$ cat src/hw/rtl/lkvt_pkg.sv
// Shared types and constants for the linear key/value table.
package lkvt_pkg;

    // Default sizes of the table.
    localparam int CAPACITY    = 16;
    localparam int KEY_WIDTH   = 32;
    localparam int VALUE_WIDTH = 32;

    // Depth of the request queue between the front and the back end.
    localparam int QUEUE_DEPTH = 2;

    // Request mode codes as they arrive on the input stream.
    localparam logic [2:0] MODE_PUT       = 3'd0;
    localparam logic [2:0] MODE_GET       = 3'd1;
    localparam logic [2:0] MODE_REMOVE    = 3'd2;
    localparam logic [2:0] MODE_HAS_KEY   = 3'd3;
    localparam logic [2:0] MODE_HAS_VALUE = 3'd4;
    localparam int         MODE_WIDTH     = 3;

    typedef enum logic [2:0] {
        OP_PUT,
        OP_GET,
        OP_REMOVE,
        OP_HAS_KEY,
        OP_HAS_VALUE,
        OP_NONE
    } op_t;

    typedef enum logic [1:0] {
        ST_IDLE,
        ST_SCAN,
        ST_SHIFT
    } state_t;

    // Result fields of one finished request.
    typedef struct packed {
        logic found;
        logic table_full;
    } flags_t;

endpackage

$ cat src/hw/rtl/lkvt_ram.sv
// Generic single-write, single-read RAM with registered read data.
module lkvt_ram #(
    parameter int WIDTH = 64,
    parameter int DEPTH = 16
) (
    input  logic                                    clk,
    input  logic                                    we,
    input  logic [((DEPTH > 1) ? $clog2(DEPTH) : 1)-1:0] waddr,
    input  logic [WIDTH-1:0]                        wdata,
    input  logic [((DEPTH > 1) ? $clog2(DEPTH) : 1)-1:0] raddr,
    output logic [WIDTH-1:0]                        rdata
);

    logic [WIDTH-1:0] mem_reg [DEPTH];

    always_ff @(posedge clk)
    begin
        if (we)
        begin
            mem_reg[waddr] <= wdata;
        end
        rdata <= mem_reg[raddr];
    end

endmodule

$ cat src/hw/rtl/lkvt_front.sv
// Front end: takes request beats, decodes the mode and queues the requests.
module lkvt_front #(
    parameter int KEY_WIDTH   = lkvt_pkg::KEY_WIDTH,
    parameter int VALUE_WIDTH = lkvt_pkg::VALUE_WIDTH
) (
    input  logic                   clk,
    input  logic                   rst_n,
    input  logic                   in_valid,
    output logic                   in_ready,
    input  logic [2:0]             in_mode,
    input  logic [KEY_WIDTH-1:0]   in_key,
    input  logic [VALUE_WIDTH-1:0] in_value,
    output logic                   cmd_valid,
    input  logic                   cmd_pop,
    output lkvt_pkg::op_t          cmd_op,
    output logic [KEY_WIDTH-1:0]   cmd_key,
    output logic [VALUE_WIDTH-1:0] cmd_value
);

    localparam int QD  = lkvt_pkg::QUEUE_DEPTH;
    localparam int PW  = (QD > 1) ? $clog2(QD) : 1;
    localparam int FW  = $clog2(QD + 1);

    lkvt_pkg::op_t          q_op_reg  [QD];
    logic [KEY_WIDTH-1:0]   q_key_reg [QD];
    logic [VALUE_WIDTH-1:0] q_val_reg [QD];

    logic [PW-1:0] wr_ptr_reg, wr_ptr_next;
    logic [PW-1:0] rd_ptr_reg, rd_ptr_next;
    logic [FW-1:0] fill_reg, fill_next;
    lkvt_pkg::op_t dec_op;
    logic          push;
    logic          pop;

    always_comb
    begin
        unique case (in_mode)
            lkvt_pkg::MODE_PUT:       dec_op = lkvt_pkg::OP_PUT;
            lkvt_pkg::MODE_GET:       dec_op = lkvt_pkg::OP_GET;
            lkvt_pkg::MODE_REMOVE:    dec_op = lkvt_pkg::OP_REMOVE;
            lkvt_pkg::MODE_HAS_KEY:   dec_op = lkvt_pkg::OP_HAS_KEY;
            lkvt_pkg::MODE_HAS_VALUE: dec_op = lkvt_pkg::OP_HAS_VALUE;
            default:                  dec_op = lkvt_pkg::OP_NONE;
        endcase
    end

    assign in_ready  = (fill_reg != FW'(QD));
    assign cmd_valid = (fill_reg != '0);
    assign push      = in_valid && in_ready;
    assign pop       = cmd_pop && cmd_valid;

    assign cmd_op    = q_op_reg[rd_ptr_reg];
    assign cmd_key   = q_key_reg[rd_ptr_reg];
    assign cmd_value = q_val_reg[rd_ptr_reg];

    always_comb
    begin
        wr_ptr_next = wr_ptr_reg;
        rd_ptr_next = rd_ptr_reg;
        fill_next   = fill_reg;
        if (push)
        begin
            wr_ptr_next = (wr_ptr_reg == PW'(QD - 1)) ? '0 : wr_ptr_reg + PW'(1);
        end
        if (pop)
        begin
            rd_ptr_next = (rd_ptr_reg == PW'(QD - 1)) ? '0 : rd_ptr_reg + PW'(1);
        end
        if (push && !pop)
        begin
            fill_next = fill_reg + FW'(1);
        end
        else if (pop && !push)
        begin
            fill_next = fill_reg - FW'(1);
        end
    end

    always_ff @(posedge clk or negedge rst_n)
    begin
        if (!rst_n)
        begin
            wr_ptr_reg <= '0;
            rd_ptr_reg <= '0;
            fill_reg   <= '0;
        end
        else
        begin
            wr_ptr_reg <= wr_ptr_next;
            rd_ptr_reg <= rd_ptr_next;
            fill_reg   <= fill_next;
        end
    end

    always_ff @(posedge clk)
    begin
        if (push)
        begin
            q_op_reg[wr_ptr_reg]  <= dec_op;
            q_key_reg[wr_ptr_reg] <= in_key;
            q_val_reg[wr_ptr_reg] <= in_value;
        end
    end

endmodule

$ cat src/hw/rtl/lkvt_engine.sv
// Back end: scans and updates the entry RAM for one request at a time.
module lkvt_engine #(
    parameter int CAPACITY    = lkvt_pkg::CAPACITY,
    parameter int KEY_WIDTH   = lkvt_pkg::KEY_WIDTH,
    parameter int VALUE_WIDTH = lkvt_pkg::VALUE_WIDTH
) (
    input  logic                            clk,
    input  logic                            rst_n,
    input  logic                            cmd_valid,
    output logic                            cmd_pop,
    input  lkvt_pkg::op_t                   cmd_op,
    input  logic [KEY_WIDTH-1:0]            cmd_key,
    input  logic [VALUE_WIDTH-1:0]          cmd_value,
    output logic                            out_valid,
    input  logic                            out_ready,
    output lkvt_pkg::flags_t                out_flags,
    output logic [VALUE_WIDTH-1:0]          out_value,
    output logic [$clog2(CAPACITY+1)-1:0]   out_count
);

    localparam int CW = $clog2(CAPACITY + 1);
    localparam int AW = (CAPACITY > 1) ? $clog2(CAPACITY) : 1;
    localparam int DW = KEY_WIDTH + VALUE_WIDTH;

    lkvt_pkg::state_t       state_reg, state_next;
    lkvt_pkg::op_t          op_reg, op_next;
    logic [KEY_WIDTH-1:0]   key_reg, key_next;
    logic [VALUE_WIDTH-1:0] val_reg, val_next;
    logic [CW-1:0]          count_reg, count_next;
    logic [CW-1:0]          scan_idx_reg, scan_idx_next;
    logic [CW-1:0]          chk_idx_reg, chk_idx_next;
    logic                   chk_valid_reg, chk_valid_next;
    logic [CW-1:0]          sh_rd_reg, sh_rd_next;
    logic [AW-1:0]          wr_idx_reg, wr_idx_next;
    logic                   wr_valid_reg, wr_valid_next;
    logic                   out_valid_reg, out_valid_next;
    lkvt_pkg::flags_t       out_flags_reg;
    logic [VALUE_WIDTH-1:0] out_value_reg;
    logic [CW-1:0]          out_count_reg;

    logic                   load_out;
    lkvt_pkg::flags_t       res_flags;
    logic [VALUE_WIDTH-1:0] res_value;
    logic [CW-1:0]          res_count;

    logic                   ram_we;
    logic [AW-1:0]          ram_waddr;
    logic [DW-1:0]          ram_wdata;
    logic [AW-1:0]          ram_raddr;
    logic [DW-1:0]          ram_rdata;
    logic [KEY_WIDTH-1:0]   rd_key;
    logic [VALUE_WIDTH-1:0] rd_val;
    logic                   slot_free;
    logic                   issue;
    logic                   hit;

    lkvt_ram #(
        .WIDTH (DW),
        .DEPTH (CAPACITY)
    ) u_ram (
        .clk   (clk),
        .we    (ram_we),
        .waddr (ram_waddr),
        .wdata (ram_wdata),
        .raddr (ram_raddr),
        .rdata (ram_rdata)
    );

    assign rd_key    = ram_rdata[KEY_WIDTH-1:0];
    assign rd_val    = ram_rdata[KEY_WIDTH +: VALUE_WIDTH];
    assign slot_free = !out_valid_reg || out_ready;

    always_comb
    begin
        state_next     = state_reg;
        op_next        = op_reg;
        key_next       = key_reg;
        val_next       = val_reg;
        count_next     = count_reg;
        scan_idx_next  = scan_idx_reg;
        chk_idx_next   = chk_idx_reg;
        chk_valid_next = chk_valid_reg;
        sh_rd_next     = sh_rd_reg;
        wr_idx_next    = wr_idx_reg;
        wr_valid_next  = wr_valid_reg;
        cmd_pop        = 1'b0;
        load_out       = 1'b0;
        res_flags      = '0;
        res_value      = '0;
        res_count      = count_reg;
        ram_we         = 1'b0;
        ram_waddr      = count_reg[AW-1:0];
        ram_wdata      = {val_reg, key_reg};
        ram_raddr      = scan_idx_reg[AW-1:0];
        issue          = 1'b0;
        hit            = 1'b0;

        unique case (state_reg)
            lkvt_pkg::ST_IDLE:
            begin
                if (cmd_valid && slot_free)
                begin
                    cmd_pop        = 1'b1;
                    op_next        = cmd_op;
                    key_next       = cmd_key;
                    val_next       = cmd_value;
                    scan_idx_next  = '0;
                    chk_valid_next = 1'b0;
                    if (cmd_op == lkvt_pkg::OP_NONE)
                    begin
                        load_out = 1'b1;
                    end
                    else
                    begin
                        state_next = lkvt_pkg::ST_SCAN;
                    end
                end
            end

            lkvt_pkg::ST_SCAN:
            begin
                // Reads run one entry ahead of the compare.
                issue = (scan_idx_reg < count_reg);
                if (op_reg == lkvt_pkg::OP_HAS_VALUE)
                begin
                    hit = chk_valid_reg && (rd_val == val_reg);
                end
                else
                begin
                    hit = chk_valid_reg && (rd_key == key_reg);
                end

                if (hit)
                begin
                    load_out   = 1'b1;
                    state_next = lkvt_pkg::ST_IDLE;
                    case (op_reg) inside
                        lkvt_pkg::OP_GET:
                        begin
                            res_flags.found = 1'b1;
                            res_value       = rd_val;
                        end
                        lkvt_pkg::OP_HAS_KEY, lkvt_pkg::OP_HAS_VALUE:
                        begin
                            res_flags.found = 1'b1;
                        end
                        lkvt_pkg::OP_REMOVE:
                        begin
                            res_flags.found = 1'b1;
                            res_value       = rd_val;
                            res_count       = count_reg - CW'(1);
                            if ((chk_idx_reg + CW'(1)) < count_reg)
                            begin
                                sh_rd_next    = chk_idx_reg + CW'(1);
                                wr_valid_next = 1'b0;
                                state_next    = lkvt_pkg::ST_SHIFT;
                            end
                            else
                            begin
                                count_next = count_reg - CW'(1);
                            end
                        end
                        default:
                        begin
                            // A put of a key already present changes nothing.
                        end
                    endcase
                end
                else if (!chk_valid_reg && !issue)
                begin
                    load_out   = 1'b1;
                    state_next = lkvt_pkg::ST_IDLE;
                    if (op_reg == lkvt_pkg::OP_PUT)
                    begin
                        if (count_reg == CW'(CAPACITY))
                        begin
                            res_flags.table_full = 1'b1;
                        end
                        else
                        begin
                            ram_we          = 1'b1;
                            count_next      = count_reg + CW'(1);
                            res_count       = count_reg + CW'(1);
                            res_flags.found = 1'b1;
                        end
                    end
                end
                else
                begin
                    chk_valid_next = issue;
                    chk_idx_next   = scan_idx_reg;
                    if (issue)
                    begin
                        scan_idx_next = scan_idx_reg + CW'(1);
                    end
                end
            end

            lkvt_pkg::ST_SHIFT:
            begin
                // Each entry after the removed one is read and written one slot lower.
                ram_raddr = sh_rd_reg[AW-1:0];
                ram_waddr = wr_idx_reg;
                ram_wdata = ram_rdata;
                ram_we    = wr_valid_reg;
                issue     = (sh_rd_reg < count_reg);
                if (issue)
                begin
                    sh_rd_next    = sh_rd_reg + CW'(1);
                    wr_idx_next   = AW'(sh_rd_reg - CW'(1));
                    wr_valid_next = 1'b1;
                end
                else
                begin
                    wr_valid_next = 1'b0;
                    count_next    = count_reg - CW'(1);
                    state_next    = lkvt_pkg::ST_IDLE;
                end
            end

            default:
            begin
                state_next = lkvt_pkg::ST_IDLE;
            end
        endcase

        if (load_out)
        begin
            out_valid_next = 1'b1;
        end
        else if (out_ready)
        begin
            out_valid_next = 1'b0;
        end
        else
        begin
            out_valid_next = out_valid_reg;
        end
    end

    always_ff @(posedge clk or negedge rst_n)
    begin
        if (!rst_n)
        begin
            state_reg     <= lkvt_pkg::ST_IDLE;
            count_reg     <= '0;
            chk_valid_reg <= 1'b0;
            wr_valid_reg  <= 1'b0;
            out_valid_reg <= 1'b0;
        end
        else
        begin
            state_reg     <= state_next;
            count_reg     <= count_next;
            chk_valid_reg <= chk_valid_next;
            wr_valid_reg  <= wr_valid_next;
            out_valid_reg <= out_valid_next;
        end
    end

    always_ff @(posedge clk)
    begin
        op_reg       <= op_next;
        key_reg      <= key_next;
        val_reg      <= val_next;
        scan_idx_reg <= scan_idx_next;
        chk_idx_reg  <= chk_idx_next;
        sh_rd_reg    <= sh_rd_next;
        wr_idx_reg   <= wr_idx_next;
        if (load_out)
        begin
            out_flags_reg <= res_flags;
            out_value_reg <= res_value;
            out_count_reg <= res_count;
        end
    end

    assign out_valid = out_valid_reg;
    assign out_flags = out_flags_reg;
    assign out_value = out_value_reg;
    assign out_count = out_count_reg;

endmodule

$ cat src/hw/rtl/linear_key_value_table_top.sv
// Top level of the linear key/value table.
//
// Requests enter as beats on the s_axis channel: a mode (put, get, remove,
// contains key, contains value), a key and a value. Every request yields
// exactly one result beat on the m_axis channel: found, the matched value,
// the full flag and the entry count after the operation.
// Entries sit packed in insertion order in one RAM with a single read and a
// single write port, and the back end walks them one per cycle. With N
// entries held, a request that finds no match has its result once all N
// entries are compared, and one that matches entry i has it once entry i
// is compared. A remove that matches entry i then moves the later entries
// down before the next request starts. An unused mode is answered straight
// from the idle state without a scan.
// A two-deep request queue keeps s_tready high while it has room, so new beats
// are taken while the back end works or a result waits. When the receiver
// holds m_tready low the result stays in its output register, the back end
// stops before the next request, and the queue fills and then drops s_tready.
// Reset empties the table and the queue at once; no clearing pass is run.
module linear_key_value_table_top #(
    parameter int CAPACITY    = lkvt_pkg::CAPACITY,
    parameter int KEY_WIDTH   = lkvt_pkg::KEY_WIDTH,
    parameter int VALUE_WIDTH = lkvt_pkg::VALUE_WIDTH
) (
    input  logic clk,
    input  logic rst_n,
    input  logic s_tvalid,
    output logic s_tready,
    // Fields from bit 0 up: mode, key, value, zero padding.
    input  logic [((lkvt_pkg::MODE_WIDTH + KEY_WIDTH + VALUE_WIDTH + 7) / 8) * 8 - 1:0] s_tdata,
    output logic m_tvalid,
    input  logic m_tready,
    // Fields from bit 0 up: found, result_value, table_full, entry_count, zero padding.
    output logic [((2 + VALUE_WIDTH + $clog2(CAPACITY + 1) + 7) / 8) * 8 - 1:0] m_tdata
);

    localparam int MW    = lkvt_pkg::MODE_WIDTH;
    localparam int CW    = $clog2(CAPACITY + 1);
    localparam int OUT_W = ((2 + VALUE_WIDTH + CW + 7) / 8) * 8;

    logic                   cmd_valid;
    logic                   cmd_pop;
    lkvt_pkg::op_t          cmd_op;
    logic [KEY_WIDTH-1:0]   cmd_key;
    logic [VALUE_WIDTH-1:0] cmd_value;
    lkvt_pkg::flags_t       res_flags;
    logic [VALUE_WIDTH-1:0] res_value;
    logic [CW-1:0]          res_count;

    lkvt_front #(
        .KEY_WIDTH   (KEY_WIDTH),
        .VALUE_WIDTH (VALUE_WIDTH)
    ) u_front (
        .clk       (clk),
        .rst_n     (rst_n),
        .in_valid  (s_tvalid),
        .in_ready  (s_tready),
        .in_mode   (s_tdata[MW-1:0]),
        .in_key    (s_tdata[MW +: KEY_WIDTH]),
        .in_value  (s_tdata[MW + KEY_WIDTH +: VALUE_WIDTH]),
        .cmd_valid (cmd_valid),
        .cmd_pop   (cmd_pop),
        .cmd_op    (cmd_op),
        .cmd_key   (cmd_key),
        .cmd_value (cmd_value)
    );

    lkvt_engine #(
        .CAPACITY    (CAPACITY),
        .KEY_WIDTH   (KEY_WIDTH),
        .VALUE_WIDTH (VALUE_WIDTH)
    ) u_engine (
        .clk       (clk),
        .rst_n     (rst_n),
        .cmd_valid (cmd_valid),
        .cmd_pop   (cmd_pop),
        .cmd_op    (cmd_op),
        .cmd_key   (cmd_key),
        .cmd_value (cmd_value),
        .out_valid (m_tvalid),
        .out_ready (m_tready),
        .out_flags (res_flags),
        .out_value (res_value),
        .out_count (res_count)
    );

    assign m_tdata = OUT_W'({res_count, res_flags.table_full, res_value, res_flags.found});

endmodule

$ cat config.mk
export PLATFORM = sky130hd
export DESIGN_NAME = linear_key_value_table_top
export DESIGN_NICKNAME = d
export VERILOG_FILES = /design/src/hw/rtl/lkvt_pkg.sv /design/src/hw/rtl/lkvt_ram.sv /design/src/hw/rtl/lkvt_front.sv /design/src/hw/rtl/lkvt_engine.sv /design/src/hw/rtl/linear_key_value_table_top.sv
export SDC_FILE = /design/constraint.sdc
export NUM_CORES = 2
export LEC_CHECK = 0
export ABC_AREA = 1
export BUFFER_PORTS_ARGS = -buffer_cell sky130_fd_sc_hd__buf_2
export CAP_MARGIN = 20
export CORE_MARGIN = 3
export CORE_UTILIZATION = 37
export CTS_BUF_LIST = sky130_fd_sc_hd__clkbuf_8
export CTS_CLUSTER_DIAMETER = 40
export CTS_CLUSTER_SIZE = 10
export DETAILED_ROUTE_END_ITERATION = 8
export GPL_ROUTABILITY_DRIVEN = 0
export HOLD_SLACK_MARGIN = 0.08
export PLACE_DENSITY_LB_ADDON = 0.25
export SYNTH_ARGS = -nofsm -noshare
export SYNTH_HDL_FRONTEND = slang
export SYNTH_HIERARCHICAL = 1
export SYNTH_SLANG_ARGS = --single-unit
$ cat constraint.sdc
create_clock -name clk -period 6.5 [get_ports clk]
set_input_delay 0.975 -clock clk [delete_from_list [all_inputs] [get_ports clk]]
set_output_delay 0.975 -clock clk [all_outputs]
set_load 0.01 [all_outputs]
Yosys cells after proc, flatten, opt, wreduce, memory -nomap -nowiden:

Memory sizes are Yosys's and may differ from the RTL's. A register that Yosys moved wholly into a read port is not among the register bits.
Index checks and enable logic that the tools add are counted.

* add/sub/neg operators: 10
* magnitude comparators: 3
* eq/ne operators: 32
* mux-type cells: 86
* bitwise gates (word level): 4
* reductions and logical operators: 34

Operators with widths (count)
* $mux 5: 24
* $mux 32: 3
* $eq 32x32->1: 2
* $mux 64: 1
* $mux 1: 34
* $pmux 5 s2: 3
* $mux 2: 13
* $add 5x1->5 const B: 4
* $lt 5x5->1: 3
* $pmux 3 s5: 1
* $ne 2x2->1 const B: 7
* $eq 3x2->1 const B: 4
* $ne 2x1->1 const B: 6
* $ne 3x3->1 const B: 4
* $reduce_and 6->1: 2
* $reduce_bool 2->1: 5
* $eq 3x3->1 const B: 3
* $logic_and 1x1->1: 8
* $mux 4: 2
* $pmux 1 s2: 4
* $reduce_and 4->1: 2
* $reduce_and 7->1: 1
* $eq 3x1->1 const B: 2
* $logic_not 3->1: 2
* other kinds (19): 29

* flip-flop bits (word level): 75
* RAM bits: 1158
* input port bits: 76
* output and inout bits: 42
* word-level logic and storage cells: 190
* memories kept: 4

Memory list
* u_engine.u_ram.mem_reg: depth 16, bits a word 64, rd ports 1, clocked after Yosys merged registers in 1, wr ports 1, line lkvt_ram.sv:14 `logic [WIDTH-1:0] mem_reg [DEPTH];`
* u_front.q_key_reg: depth 2, bits a word 32, rd ports 1, clocked after Yosys merged registers in 1, wr ports 1, line lkvt_front.sv:25 `logic [KEY_WIDTH-1:0] q_key_reg [QD];`
* u_front.q_val_reg: depth 2, bits a word 32, rd ports 1, clocked after Yosys merged registers in 1, wr ports 1, line lkvt_front.sv:26 `logic [VALUE_WIDTH-1:0] q_val_reg [QD];`
* u_front.q_op_reg: depth 2, bits a word 3, rd ports 1, clocked after Yosys merged registers in 0, wr ports 1, line lkvt_front.sv:24 `lkvt_pkg::op_t q_op_reg [QD];`

Longest topological paths before layout:

* depth after elaboration: 9
* depth in mapped cells: 18
* gate-level depth less buffers: 16

Modules after synthesis:

The synthesis kept the hierarchy.

By module, submodules not included
* lkvt_ram: instances 1, cells each 4211, area an instance 45144.5 um^2, seq. area each 32030.7 um^2
* lkvt_engine: instances 1, cells each 807, area an instance 7584.8 um^2, seq. area each 4003.8 um^2
* lkvt_front: instances 1, cells each 383, area an instance 5116.2 um^2, seq. area each 4124.0 um^2
* linear_key_value_table_top: instances 1, cells each 2, area an instance 11.3 um^2, seq. area each 0.0 um^2

Worst setup path after synthesis:

No wires, ideal clock.

* kind: input -> register
* from: in m_tready
* to: reg u_engine.out_count_reg[0], in the netlist u_engine/out_count[0], enable pin
* library setup time: 0.394 ns
* arrival time: 5.212 ns
* required time: 6.106 ns
* setup slack: 0.895 ns
* stages: 4
* buffers on the path: 0
* cell sequence: o21ai_0 > nor2_1 > a21oi_1 > inv_1

* cells in the longest elaborated chain, start to end: 4

RTL lines
* from (decl): line linear_key_value_table_top.sv:31 `input logic m_tready,`
* $logic_or 1x1->1: line lkvt_engine.sv:71 `assign slot_free = !out_valid_reg || out_ready;`
* $logic_and 1x1->1: line lkvt_engine.sv:101 `if (cmd_valid && slot_free)`
* $mux 1: line lkvt_engine.sv:101
* $pmux 1 s2: line lkvt_engine.sv:98 `unique case (state_reg)`
* via u_engine.load_out: line lkvt_engine.sv:41 `logic load_out;`
* to (signal assigned): line lkvt_engine.sv:274 `out_count_reg <= res_count;`
* to (decl): line lkvt_engine.sv:39 `logic [CW-1:0] out_count_reg;`

The timed path passes the listed nets, and every way through them passes these cells.
A chain may end at the register's enable or synchronous reset.

Final worst setup path:

* from: reg u_engine.state_reg[0]
* to: reg u_engine.u_ram.rdata[8] (read register of u_engine.u_ram.mem_reg)

* cells in the longest elaborated chain, start to end: 2

RTL lines
* from (decl): line lkvt_engine.sv:25 `lkvt_pkg::state_t state_reg, state_next;`
* from (signal assigned): line lkvt_engine.sv:245 `state_reg <= lkvt_pkg::ST_IDLE;`
* from (signal assigned): line lkvt_engine.sv:253 `state_reg <= state_next;`
* $eq 2x2->1: line lkvt_engine.sv:98
* $mux 4: line lkvt_engine.sv:98
* via u_engine.ram_raddr[0]: line lkvt_engine.sv:49 `logic [AW-1:0] ram_raddr;`
* to (decl): line lkvt_ram.sv:11 `output logic [WIDTH-1:0] rdata`

The timed path passes the listed nets, and every way through them passes these cells.

==> impl_metrics.ini <==
[pwr]
leakagePower_nw = 26.8
power_density_nw_per_um2 = 429
vdd_drop_max_v = 0.000357

[finish]
drive_above_1_share_pct = 9.14
syn_to_final_growth_pct = 10.9
largest_reg_flops = 1024
instances_no_fill = 7706
nets = 5628

[drt]
dr.first_iter.drc_count = 2855
wl_per_cell_um = 19.0
drt_pre_antenna_iters = 5
num_vias = 36900
routed_via_density = 4.79
ant_nets = 0
drc_errors = 0
drt-total-wl_um = 146000

[floorplanning]
fp.dieArea_um2 = 161000
die_w_um = 401
start_util_pct = 37.4
die_h_um = 401
io_pins = 118
rows = 144
core_region_area_um2 = 155000

[timing]
period_share_pct = 75.5
finalMaxSlewViolations = 0
worstMarginPinSlew_ps = 1110
max_slew_margin_pct = 26.3
final.min_clock_period_ps = 4900
fin_skew_ps = 36.7
fmax_mhz = 204
rsz0062_at_grt = false
finalHoldViolCount = 0
fin_setup_tns_ps = 0
finalSetupViolations = 0

[yosys]
synth_async_sr_flop_share_pct = 1.03
synth_ff_type = edfxtp_1
synth_top_family_by_area = simple AND/OR/NAND/NOR gates
synthMuxAreaShare_pct = 0
synthSimpleGateAreaFrac_pct = 20.0
synth_cell_types = 40
ys_warn_count = 6
avgSynthCellArea_um2 = 10.7
synthAdderAreaFrac_pct = 0.476
syn_inst = 5403
synth_xor_area_share_pct = 1.07
ys_seq_area_share_pct = 69.4
synth_area_um2 = 57900
synth-seq-cells = 1361
synth_compound_area_share_pct = 0.889
syn-num-nets = 5501
synth_edf_count = 1283

[outcome]
run_status = finished, final reports clean

[setup_path]
slowest_stage = inv_16
worstReg2RegStart = u_engine/state_reg[0]$_DFFE_PN0P_
criticalPathCategory = register to register
cp.arrival_ps = 5670
worst-path-max-fanout = 220
cp_cell_sequence = inv_1 > ha_4 > inv_4 > nand2_1 > nand2_4 > inv_16 > buf_4 > nand2_1 > nand3_1 > nand3_1 > nand3_1 > nand2_1
crit_start = u_engine/state_reg[0]$_DFFE_PN0P_
endpoint_kind = register
crit_buf_inv = 4
startpoint_type = register
rrSetupSlack_ps = 1600
crit_family = buffers and inverters
crit_required_ps = 7260
slowest_delay_ps = 850

[cts]
ctsHtreeMaxLevel = 4
cts_root_buf = clkbuf_8
cts_max_path_buffers = 3
cts_setup_buffers = 0
cts_tree = yes
cts_made_buffers = 171
clk_pin_slew_worst_paths_ps = 80
postCtsHoldBufs = 1
clk_latency_ps = 900
cts_resized = 0
cts_sinks = 1361

[grt]
grt_pass1_wl_um = 220000
grtUsageTotal_pct = 18.0
grt_max_degree = 221
grt_overflow = 0
grt_pass1_vias = 35700
antenna_found_initial = 3

[placed_design]
place_inst = 7395
hpwl_um = 75000
io_buffers = 111

[worst_hold_path]
hold_path.startpoint = s_tdata[34]
hold_class = primary input to register

[flow_run]
maxCapViolCount = 0
==> through the flow <==
step	cell area, um^2	hold slack [ps]	power [W]	worst slack [ps]	utilization [%]
6_report	64100	277	0.0275	1600	41.4
5_1_grt	64100	214	0.0293	1390	41.4
4_1_cts	64100	159	0.0278	1730	41.4
3_5_place_dp	60700	476	0.0216	1760	39.2
3_3_place_gp	60700	460	0.0215	1770	39.2
2_1_floorplan	57900	442	0.0186	895	-
==> cell families after synthesis <==
family	after synthesis
AO/OA/AOI/OAI	96
AND/OR/NAND/NOR	2725
XOR/XNOR	71
buffers and inverters	1127
adder cells (fa/ha/maj)	22
flip-flops	1361
other	1
==> cell usage in the layout (no fill, tap or decap), types with 3 or more instances in the layout <==
cell type	count
clkbuf_8	190
bufinv_16	10
nor2_4	19
a21oi_1	14
dfrtp_1	13
o21ai_1	13
inv_2	5
buf_4	77
nor3_1	6
nand2_1	1806
edfxtp_1	1283
nor2_1	36
xor2_1	22
diode_2	3
nand2_4	6
inv_1	924
buf_12	22
ha_1	21
buf_2	111
nor2_2	3
o221ai_1	3
nand3_1	796
inv_6	4
o21ai_0	56
clkinv_2	9
dfxtp_1	64
nor3_2	30
clkinvlp_4	12
xnor2_1	49
clkinv_1	13
nand3_2	4
nand4_1	12
==> metal layers <==
metal,vias to the layer above,global-route usage (%),share of wire [%]
met3,247,2.38,4.7
li1,17800,-,-
met5,-,0,0
met4,0,7.14,3.4
met2,907,29.5,47
met1,18000,24.3,45
==> Yosys cell counts (22+ instances only) <==
master	number	area (um^2)
nand2_1	1808	6790
edfxtp_1	1283	38500
inv_1	861	3230
nand3_1	796	3980
buf_2	142	711
dfxtp_1	64	1280
o21ai_0	62	310
nor2_1	55	206
xnor2_1	49	429
clkbuf_1	33	124
buf_4	32	240
nor3_2	30	300
buf_6	26	293
buf_1	24	90.1
ha_1	22	275
xor2_1	22	193
==> final timing paths <==
path | endpoint | cells after the start
min in group asynchronous | u_front/fill_reg[1]$_DFFE_PN0P_ | 2
max reg2reg | u_engine/u_ram/rdata[8]$_DFF_P_ | 12
max | u_engine/u_ram/rdata[8]$_DFF_P_ | 12
min reg2reg | u_engine/wr_valid_reg$_DFFE_PN0P_ | 2
min | u_front/q_key_reg[0][31]$_DFFE_PP_ | 1
max in group asynchronous | u_front/rd_ptr_reg$_DFFE_PN0P_ | 2
==> final cells by class <==
cell class / instances / area [um^2]
inverter: 870 / 3300
antenna: 3 / 7.51
clock buffer: 190 / 2620
clock inverter: 112 / 759
fill: 14600 / 90600
timing repair buffer: 211 / 1580
multi-input combinational: 2915 / 13200
sequential: 1361 / 40200
tap: 2044 / 2560
==> where the power goes <==
part	total (W)	switching [W]	leakage (nW)	internal, W
registers	0.0123	0.000641	12.4	0.0116
clock network	0.00622	0.00313	1.93	0.00308
logic	0.00905	0.00656	12.5	0.00249
No activity file was read; power rests on OpenSTA's default activity.
